**src/rtl/core/plcmp_pkg.sv**
```systemverilog
// ----------------------------------------------------------------------------
// plcmp_pkg
// Shared types and constants for the pointer layout bitmap compatibility check.
// ----------------------------------------------------------------------------
`default_nettype none

package plcmp_pkg;

   localparam int MAP_W  = 64;
   localparam int CNT_W  = 6;
   localparam int STEP_W = 12;   // holds 63*62 sweep steps

   localparam logic [CNT_W-1:0] TOP_INDEX = 6'd63;

   typedef struct packed {
      logic [MAP_W-1:0] layout_a;
      logic [MAP_W-1:0] layout_b;
   } req_payload_type;

   typedef struct packed {
      logic [CNT_W-1:0] words_a;
      logic [CNT_W-1:0] words_b;
      logic             violated;
      logic             proved;
   } rsp_payload_type;

   typedef struct packed {
      logic             done;
      logic [CNT_W-1:0] count;
   } count_stat_type;

   typedef struct packed {
      logic done;
      logic violated;
      logic proved;
   } sweep_stat_type;

endpackage

`default_nettype wire

```
**src/rtl/core/plcmp_count.sv**
```systemverilog
// ----------------------------------------------------------------------------
// plcmp_count
// Bit-serial search for the highest set bit of a layout bitmap.
// ----------------------------------------------------------------------------
`default_nettype none

module plcmp_count (
   input  logic                          clock,
   input  logic                          reset,
   input  logic                          start,
   input  logic [plcmp_pkg::MAP_W-1:0]   map,
   output plcmp_pkg::count_stat_type     stat
);

   logic [plcmp_pkg::MAP_W-1:0] shift_ff, shift_in;
   logic [plcmp_pkg::CNT_W-1:0] idx_ff, idx_in;
   logic [plcmp_pkg::CNT_W-1:0] count_ff, count_in;
   logic                        busy_ff, busy_in;
   logic                        done_ff, done_in;

   always_comb begin
      shift_in = shift_ff;
      idx_in   = idx_ff;
      count_in = count_ff;
      busy_in  = busy_ff;
      done_in  = 1'b0;
      if (start) begin
         shift_in = map;
         idx_in   = '0;
         count_in = '0;
         busy_in  = 1'b1;
      end else if (busy_ff) begin
         // last set bit seen from the bottom up is the terminator
         if (shift_ff[0]) begin
            count_in = idx_ff;
         end
         shift_in = shift_ff >> 1;
         idx_in   = idx_ff + 1'b1;
         if (idx_ff == plcmp_pkg::TOP_INDEX) begin
            busy_in = 1'b0;
            done_in = 1'b1;
         end
      end
   end

   always_ff @(posedge clock) begin
      shift_ff <= shift_in;
      idx_ff   <= idx_in;
      count_ff <= count_in;
      if (reset) begin
         busy_ff <= 1'b0;
         done_ff <= 1'b0;
      end else begin
         busy_ff <= busy_in;
         done_ff <= done_in;
      end
   end

   assign stat.done  = done_ff;
   assign stat.count = count_ff;

endmodule

`default_nettype wire

```
**src/rtl/core/plcmp_sweep.sv**
```systemverilog
// ----------------------------------------------------------------------------
// plcmp_sweep
// Rotating bit-serial comparison of two repeating layouts.
// ----------------------------------------------------------------------------
`default_nettype none

module plcmp_sweep (
   input  logic                          clock,
   input  logic                          reset,
   input  logic                          start,
   input  logic [plcmp_pkg::MAP_W-1:0]   map_a,
   input  logic [plcmp_pkg::MAP_W-1:0]   map_b,
   input  logic [plcmp_pkg::CNT_W-1:0]   count_a,
   input  logic [plcmp_pkg::CNT_W-1:0]   count_b,
   output plcmp_pkg::sweep_stat_type     stat
);

   logic [plcmp_pkg::MAP_W-1:0]  work_a_ff, work_a_in;
   logic [plcmp_pkg::MAP_W-1:0]  work_b_ff, work_b_in;
   logic [plcmp_pkg::CNT_W-1:0]  pos_a_ff, pos_a_in;
   logic [plcmp_pkg::CNT_W-1:0]  pos_b_ff, pos_b_in;
   logic [plcmp_pkg::CNT_W-1:0]  longer_ff, longer_in;
   logic [plcmp_pkg::STEP_W-1:0] step_ff, step_in;
   logic                         busy_ff, busy_in;
   logic                         done_ff, done_in;
   logic                         viol_ff, viol_in;
   logic                         prov_ff, prov_in;
   logic [plcmp_pkg::CNT_W-1:0]  inc_a, inc_b;
   logic                         wrap_a, wrap_b;

   assign inc_a  = pos_a_ff + 1'b1;
   assign inc_b  = pos_b_ff + 1'b1;
   assign wrap_a = (inc_a == count_a);
   assign wrap_b = (inc_b == count_b);

   always_comb begin
      work_a_in = work_a_ff;
      work_b_in = work_b_ff;
      pos_a_in  = pos_a_ff;
      pos_b_in  = pos_b_ff;
      longer_in = longer_ff;
      step_in   = step_ff;
      busy_in   = busy_ff;
      done_in   = 1'b0;
      viol_in   = viol_ff;
      prov_in   = prov_ff;
      if (start) begin
         if (count_a == '0 || count_b == '0) begin
            // an empty layout settles both flags at once
            done_in = 1'b1;
            viol_in = (count_a != '0) || (count_b != '0);
            prov_in = (count_a == '0) && (count_b == '0);
         end else begin
            work_a_in = map_a;
            work_b_in = map_b;
            pos_a_in  = '0;
            pos_b_in  = '0;
            step_in   = '0;
            longer_in = (count_a > count_b) ? count_a : count_b;
            busy_in   = 1'b1;
         end
      end else if (busy_ff) begin
         if (work_a_ff[0] != work_b_ff[0]) begin
            // a mismatch inside the longer layout's single pass is a violation
            busy_in = 1'b0;
            done_in = 1'b1;
            viol_in = (step_ff < {{(plcmp_pkg::STEP_W-plcmp_pkg::CNT_W){1'b0}}, longer_ff});
            prov_in = 1'b0;
         end else begin
            work_a_in = wrap_a ? map_a : (work_a_ff >> 1);
            work_b_in = wrap_b ? map_b : (work_b_ff >> 1);
            pos_a_in  = wrap_a ? '0 : inc_a;
            pos_b_in  = wrap_b ? '0 : inc_b;
            step_in   = step_ff + 1'b1;
            // both wrap together only at the least common multiple
            if (wrap_a && wrap_b) begin
               busy_in = 1'b0;
               done_in = 1'b1;
               viol_in = 1'b0;
               prov_in = 1'b1;
            end
         end
      end
   end

   always_ff @(posedge clock) begin
      work_a_ff <= work_a_in;
      work_b_ff <= work_b_in;
      pos_a_ff  <= pos_a_in;
      pos_b_ff  <= pos_b_in;
      longer_ff <= longer_in;
      step_ff   <= step_in;
      viol_ff   <= viol_in;
      prov_ff   <= prov_in;
      if (reset) begin
         busy_ff <= 1'b0;
         done_ff <= 1'b0;
      end else begin
         busy_ff <= busy_in;
         done_ff <= done_in;
      end
   end

   assign stat.done     = done_ff;
   assign stat.violated = viol_ff;
   assign stat.proved   = prov_ff;

endmodule

`default_nettype wire

```
**src/rtl/core/pointer_layout_bitmap_compat.sv**
```systemverilog
// ----------------------------------------------------------------------------
// pointer_layout_bitmap_compat
// Compatibility check of two pointer layout bitmaps, one bit per cycle.
// ----------------------------------------------------------------------------
// Usage:
//   A request carries two 64-bit layout bitmaps (req_data.layout_a/layout_b).
//   It is taken when req_valid is high and req_stall is low. One response per
//   request comes back on rsp_data: both word counts, the violation flag and
//   the proof flag, held until rsp_valid meets a low rsp_stall.
//   Steps: the request is loaded, the serial terminator search runs over
//   both maps (two scanners run side by side), then the rotating comparison
//   goes at one word position per cycle over at most lcm(words_a, words_b)
//   positions, stopping at the first mismatch; an empty layout skips it.
//   Last, the send state moves the result into the response register.
//   Throughput: one request at a time; req_stall stays high from acceptance
//   until the result is in the response register. The next request may be
//   taken while the previous response still waits on a stalled receiver.
//   Reset (synchronous, active high) returns the sequencer to idle and drops
//   any pending response. A stalled response holds its data unchanged; a
//   finished check waits in the send state until the register is free.
// ----------------------------------------------------------------------------
`default_nettype none

module pointer_layout_bitmap_compat (
   input  logic                       clock,
   input  logic                       reset,
   input  logic                       req_valid,
   output logic                       req_stall,
   input  plcmp_pkg::req_payload_type req_data,
   output logic                       rsp_valid,
   input  logic                       rsp_stall,
   output plcmp_pkg::rsp_payload_type rsp_data
);

   localparam logic [1:0] ST_IDLE  = 2'd0;
   localparam logic [1:0] ST_COUNT = 2'd1;
   localparam logic [1:0] ST_SWEEP = 2'd2;
   localparam logic [1:0] ST_SEND  = 2'd3;

   logic [1:0]                 state_ff, state_in;
   plcmp_pkg::req_payload_type layout_ff, layout_in;
   plcmp_pkg::rsp_payload_type rsp_data_ff, rsp_data_in;
   logic                       rsp_valid_ff, rsp_valid_in;

   plcmp_pkg::count_stat_type  cnt_a_stat, cnt_b_stat;
   plcmp_pkg::sweep_stat_type  sweep_stat;

   logic req_take;
   logic rsp_free;

   assign req_take = req_valid && !req_stall;
   // response register can take a new result this cycle
   assign rsp_free = !rsp_valid_ff || !rsp_stall;

   // serial terminator search, one per layout
   plcmp_count u_count_a (
      .clock (clock),
      .reset (reset),
      .start (req_take),
      .map   (req_data.layout_a),
      .stat  (cnt_a_stat)
   );

   plcmp_count u_count_b (
      .clock (clock),
      .reset (reset),
      .start (req_take),
      .map   (req_data.layout_b),
      .stat  (cnt_b_stat)
   );

   // rotating comparison, started when both counts are known
   plcmp_sweep u_sweep (
      .clock   (clock),
      .reset   (reset),
      .start   (state_ff == ST_COUNT && cnt_a_stat.done),
      .map_a   (layout_ff.layout_a),
      .map_b   (layout_ff.layout_b),
      .count_a (cnt_a_stat.count),
      .count_b (cnt_b_stat.count),
      .stat    (sweep_stat)
   );

   always_comb begin
      state_in     = state_ff;
      layout_in    = layout_ff;
      rsp_data_in  = rsp_data_ff;
      // drop the response once the receiver takes it
      rsp_valid_in = rsp_valid_ff && rsp_stall;
      unique case (state_ff)
         ST_IDLE: begin
            if (req_take) begin
               layout_in = req_data;
               state_in  = ST_COUNT;
            end
         end
         ST_COUNT: begin
            if (cnt_a_stat.done) begin
               state_in = ST_SWEEP;
            end
         end
         ST_SWEEP: begin
            if (sweep_stat.done) begin
               state_in = ST_SEND;
            end
         end
         ST_SEND: begin
            // hold the finished result until the response register is free
            if (rsp_free) begin
               rsp_data_in.words_a  = cnt_a_stat.count;
               rsp_data_in.words_b  = cnt_b_stat.count;
               rsp_data_in.violated = sweep_stat.violated;
               rsp_data_in.proved   = sweep_stat.proved;
               rsp_valid_in         = 1'b1;
               state_in             = ST_IDLE;
            end
         end
         default: begin
            state_in = ST_IDLE;
         end
      endcase
   end

   always_ff @(posedge clock) begin
      layout_ff   <= layout_in;
      rsp_data_ff <= rsp_data_in;
      if (reset) begin
         state_ff     <= ST_IDLE;
         rsp_valid_ff <= 1'b0;
      end else begin
         state_ff     <= state_in;
         rsp_valid_ff <= rsp_valid_in;
      end
   end

   assign req_stall = (state_ff != ST_IDLE);
   assign rsp_valid = rsp_valid_ff;
   assign rsp_data  = rsp_data_ff;

endmodule

`default_nettype wire

```
**config.mk**
```make
export PLATFORM = sky130hd
export DESIGN_NAME = pointer_layout_bitmap_compat
export DESIGN_NICKNAME = d
export VERILOG_FILES = /design/src/rtl/core/plcmp_pkg.sv /design/src/rtl/core/plcmp_count.sv /design/src/rtl/core/plcmp_sweep.sv /design/src/rtl/core/pointer_layout_bitmap_compat.sv
export SDC_FILE = /design/constraint.sdc
export NUM_CORES = 1
export LEC_CHECK = 0
export BUFFER_PORTS_ARGS = -buffer_cell sky130_fd_sc_hd__buf_2
export CAP_MARGIN = 5
export CORE_MARGIN = 1.5
export CORE_UTILIZATION = 40
export CTS_CLUSTER_SIZE = 10
export DETAILED_ROUTE_END_ITERATION = 10
export GPL_TIMING_DRIVEN = 0
export HOLD_SLACK_MARGIN = 0.05
export PLACE_DENSITY = 0.6
export RECOVER_POWER = 100
export SLEW_MARGIN = 20
export SYNTH_ARGS = -nofsm -noshare
export SYNTH_HDL_FRONTEND = slang
export SYNTH_SLANG_ARGS = --single-unit
```
**constraint.sdc**
```tcl
create_clock -name clock -period 12.75 [get_ports clock]
set_clock_uncertainty 0.05 [all_clocks]
set_input_delay 3.1875 -clock clock [delete_from_list [all_inputs] [get_ports clock]]
set_output_delay 3.1875 -clock clock [all_outputs]
set_load 0.02 [all_outputs]
```
==> results.cfg <==
[run_status]
status = complete, but fails checks
violations = max-capacitance violations, max-slew violations

[pwr]
power_mw = 4.19
p_per_area_nw_per_um2 = 198
vdd_ir_drop_max_mv = 0.113
p_leak_nw = 7.70

[sta]
setup-violations-final = 0
tightest_slew_ns = 3.09
fmax_mhz = 140
maxSlewViolCount = 309
final_hold_viol_count = 0
fin_tns_setup_ns = 0
min_period_over_period_pct = 55.9
rsz0062_at_grt = false
min_period_ns = 7.12
relSlewSlack_pct = -106

[synthesis]
muxShareOfSynthArea_pct = 8.29
synth_xor_area_share_pct = 2.24
syn-instance-count = 1287
synth_cell_types = 43
synth_ff_type = edfxtp_1
synth.most_common_cell = edfxtp_1
synth_top_family_by_area = simple AND/OR/NAND/NOR gates
ys_seq_area_share_pct = 73.5
synthAdderAreaFrac_pct = 1.42
yosys.area.top_type_share_pct = 70.0
yosys_warnings = 0
syn-cell-area_um2 = 18500
synth_enable_flop_cells = 430
synth_commonest_cells = 430 x edfxtp_1, 407 x nand2_1, 122 x mux2_2
synth_area_per_cell_um2 = 14.3
synth-simple-area-share_pct = 11.6
yosys_register_bits = 462
async_reset_ff_share_pct = 0
synth_area_leaders = edfxtp_1 70%, nand2_1 8.3%, mux2_2 7.4%
synth_nets = 1440
synth_compound_area_share_pct = 1.27
yosysTopAreaCell = edfxtp_1

[critical_path]
critical_path_required_ns = 12.94
crit_chain = clkbuf_1 > nand2_1 > inv_1 > clkbuf_1 > clkbuf_1 > buf_16
r2r-start = state_ff[1]
worstSetupPathType = primary input to register
max_stage_delay_ns = 2.15
ff2ff_path_depth = 9
cp-end-kind = register
worstPathMaxFanout = 49
startpoint_type = primary input
cpMostUsedCell = clkbuf_1
cp.arrival_ns = 7.32
crit_slowest_cell = clkbuf_1
rrSetupSlack_ns = 5.95
r2r_end = u_sweep.work_a_ff[21]

[clocking]
clock_sinks = 462
cts_made_buffers = 53
htree_num_levels = 2
cts_max_path_buffers = 3
clk_latency_ns = 0.58
cts_hold_buf = 0
cts_setup_buffers = 0
root_buffer = clkbuf_16
cts_tree = yes
clkTransAtPathRegs_ns = 0.06
cts_resized = 0

[floorplanning]
die_area_um2 = 47400
core.rowCount = 78
die_w_um = 218
core_area_um2 = 45500
initial_core_util_pct = 40.6
pin_count = 148
dieHeight_um = 218

[finish]
final.fill_count = 4183
utilization_pct = 46.5
drive_gt1_share_pct = 14.2
instances_no_fill = 2114
syn_to_final_growth_pct = 14.7
final_nets = 1649
stdcell_area_um2 = 21200

[global_route]
grt_pass1_wl_um = 55900
grt_max_degree = 55
first_global_vias = 10400
grt_use_total_pct = 15.1
antenna_found_initial = 9
grt-ovfl-total = 0

[min_path]
min_path_type = register to register
min_delay_worst_endpoint = rsp_data[0]
worstHoldStart = u_sweep.prov_ff
hold_path_depth = 0

[routing]
post-route-drc-count = 0
drtIter0Drc = 552
routedWlPerCell_um = 16.6
first_pass_iters = 5
routed_wl_um = 35200
ant_nets = 0
vias = 10200
vias_per_cell = 4.82

[placed_design]
place.port_buffers = 146
dp_hpwl_um = 23400
placed_area_um2 = 20200
place.gp.congestion = 0.780
dp_cells = 2041

[flow_run]
maxCapViolations = 7
==> metrics by stage <==
step           setup WS [ns]  hold slack [ns]
2_1_floorplan           4.82            0.350
3_3_place_gp            1.72            0.367
3_5_place_dp            6.50            0.358
4_1_cts                 7.13            0.368
5_1_grt                 5.21            0.383
6_report                5.63            0.366
==> layout by cell type, fill, tap and decap left out, drive strengths merged, types with 4 or more instances in the layout <==
cell      n
a21oi    20
and2      7
and3      7
buf      42
clkbuf  230
dfxtp    32
edfxtp  430
ha       21
inv      21
mux2    131
mux2i     4
nand2   407
nand3    25
nand4    10
nor2     32
nor2b     6
nor3      7
nor4      7
o21ai     9
xnor2    22
xor2     20
==> cell type report <==
type                            instances  area [um2]  area share [%]
Antenna cell                            1        2.50          0.0118
Sequential cell                       462       13600            64.0
Timing Repair Buffer                  154         669            3.16
Clock buffer                           67        1380            6.52
Buffer                                 51         191           0.905
Multi-Input combinational cell        755        4510            21.3
Inverter                               19        71.3           0.337
Clock inverter                          5        33.8           0.160
Tap cell                              600         751            3.55
==> cell families after synthesis <==
group,Yosys count
DFF,462
AOI/OAI and AO/OA,40
xor gates and xnor gates,44
adders and majority gates,21
buffers and inverters,70
muxes,135
and+or+nand+nor,515
==> report_power, final <==
part,leakage [nW],internal [mW],switching (mW),total [mW]
clock network,0.686,0.746,0.556,1.30
registers,4.32,2.14,0.0987,2.24
logic,2.69,0.190,0.465,0.655
==> state kept, by name (all words and copies together), names as in the netlist, 12 cells and up <==
| name | flops |
|---|---|
| rsp_data | 14 |
| u_count_a.shift_ff | 64 |
| u_sweep.step_ff | 12 |
| u_count_b.shift_ff | 64 |
| u_sweep.work_a_ff | 64 |
| u_sweep.work_b_ff | 64 |
| layout_ff | 128 |
==> how the worst max path moves through the flow <==
stage / from / slack (ns) / depth (start not counted) / end
floorplan: req_valid / 4.82 / 4 / layout_ff[0]
global placement: req_valid / 1.72 / 5 / layout_ff[114]
detailed placement: req_valid / 6.50 / 6 / layout_ff[54]
CTS: req_valid / 7.13 / 6 / layout_ff[48]
global route: req_valid / 5.21 / 6 / layout_ff[50]
finish: req_valid / 5.63 / 6 / layout_ff[52]
==> routing by layer <==
metal / vias to the layer above / share of wire (%) / global-route usage, %
met5: - / 0.33 / 0
met2: 191 / 47 / 24.4
met3: 75 / 6.5 / 4.52
met4: 16 / 2.4 / 5.33
met1: 4942 / 44 / 19.3
li1: 4964 / - / -
==> worst max-delay path, delay by kind of cell <==
family | cells | cell delay (ns)
buffers and inverters | 5 | 3.84
AND/OR/NAND/NOR | 1 | 0.24
(Power assumes the default switching activity.)
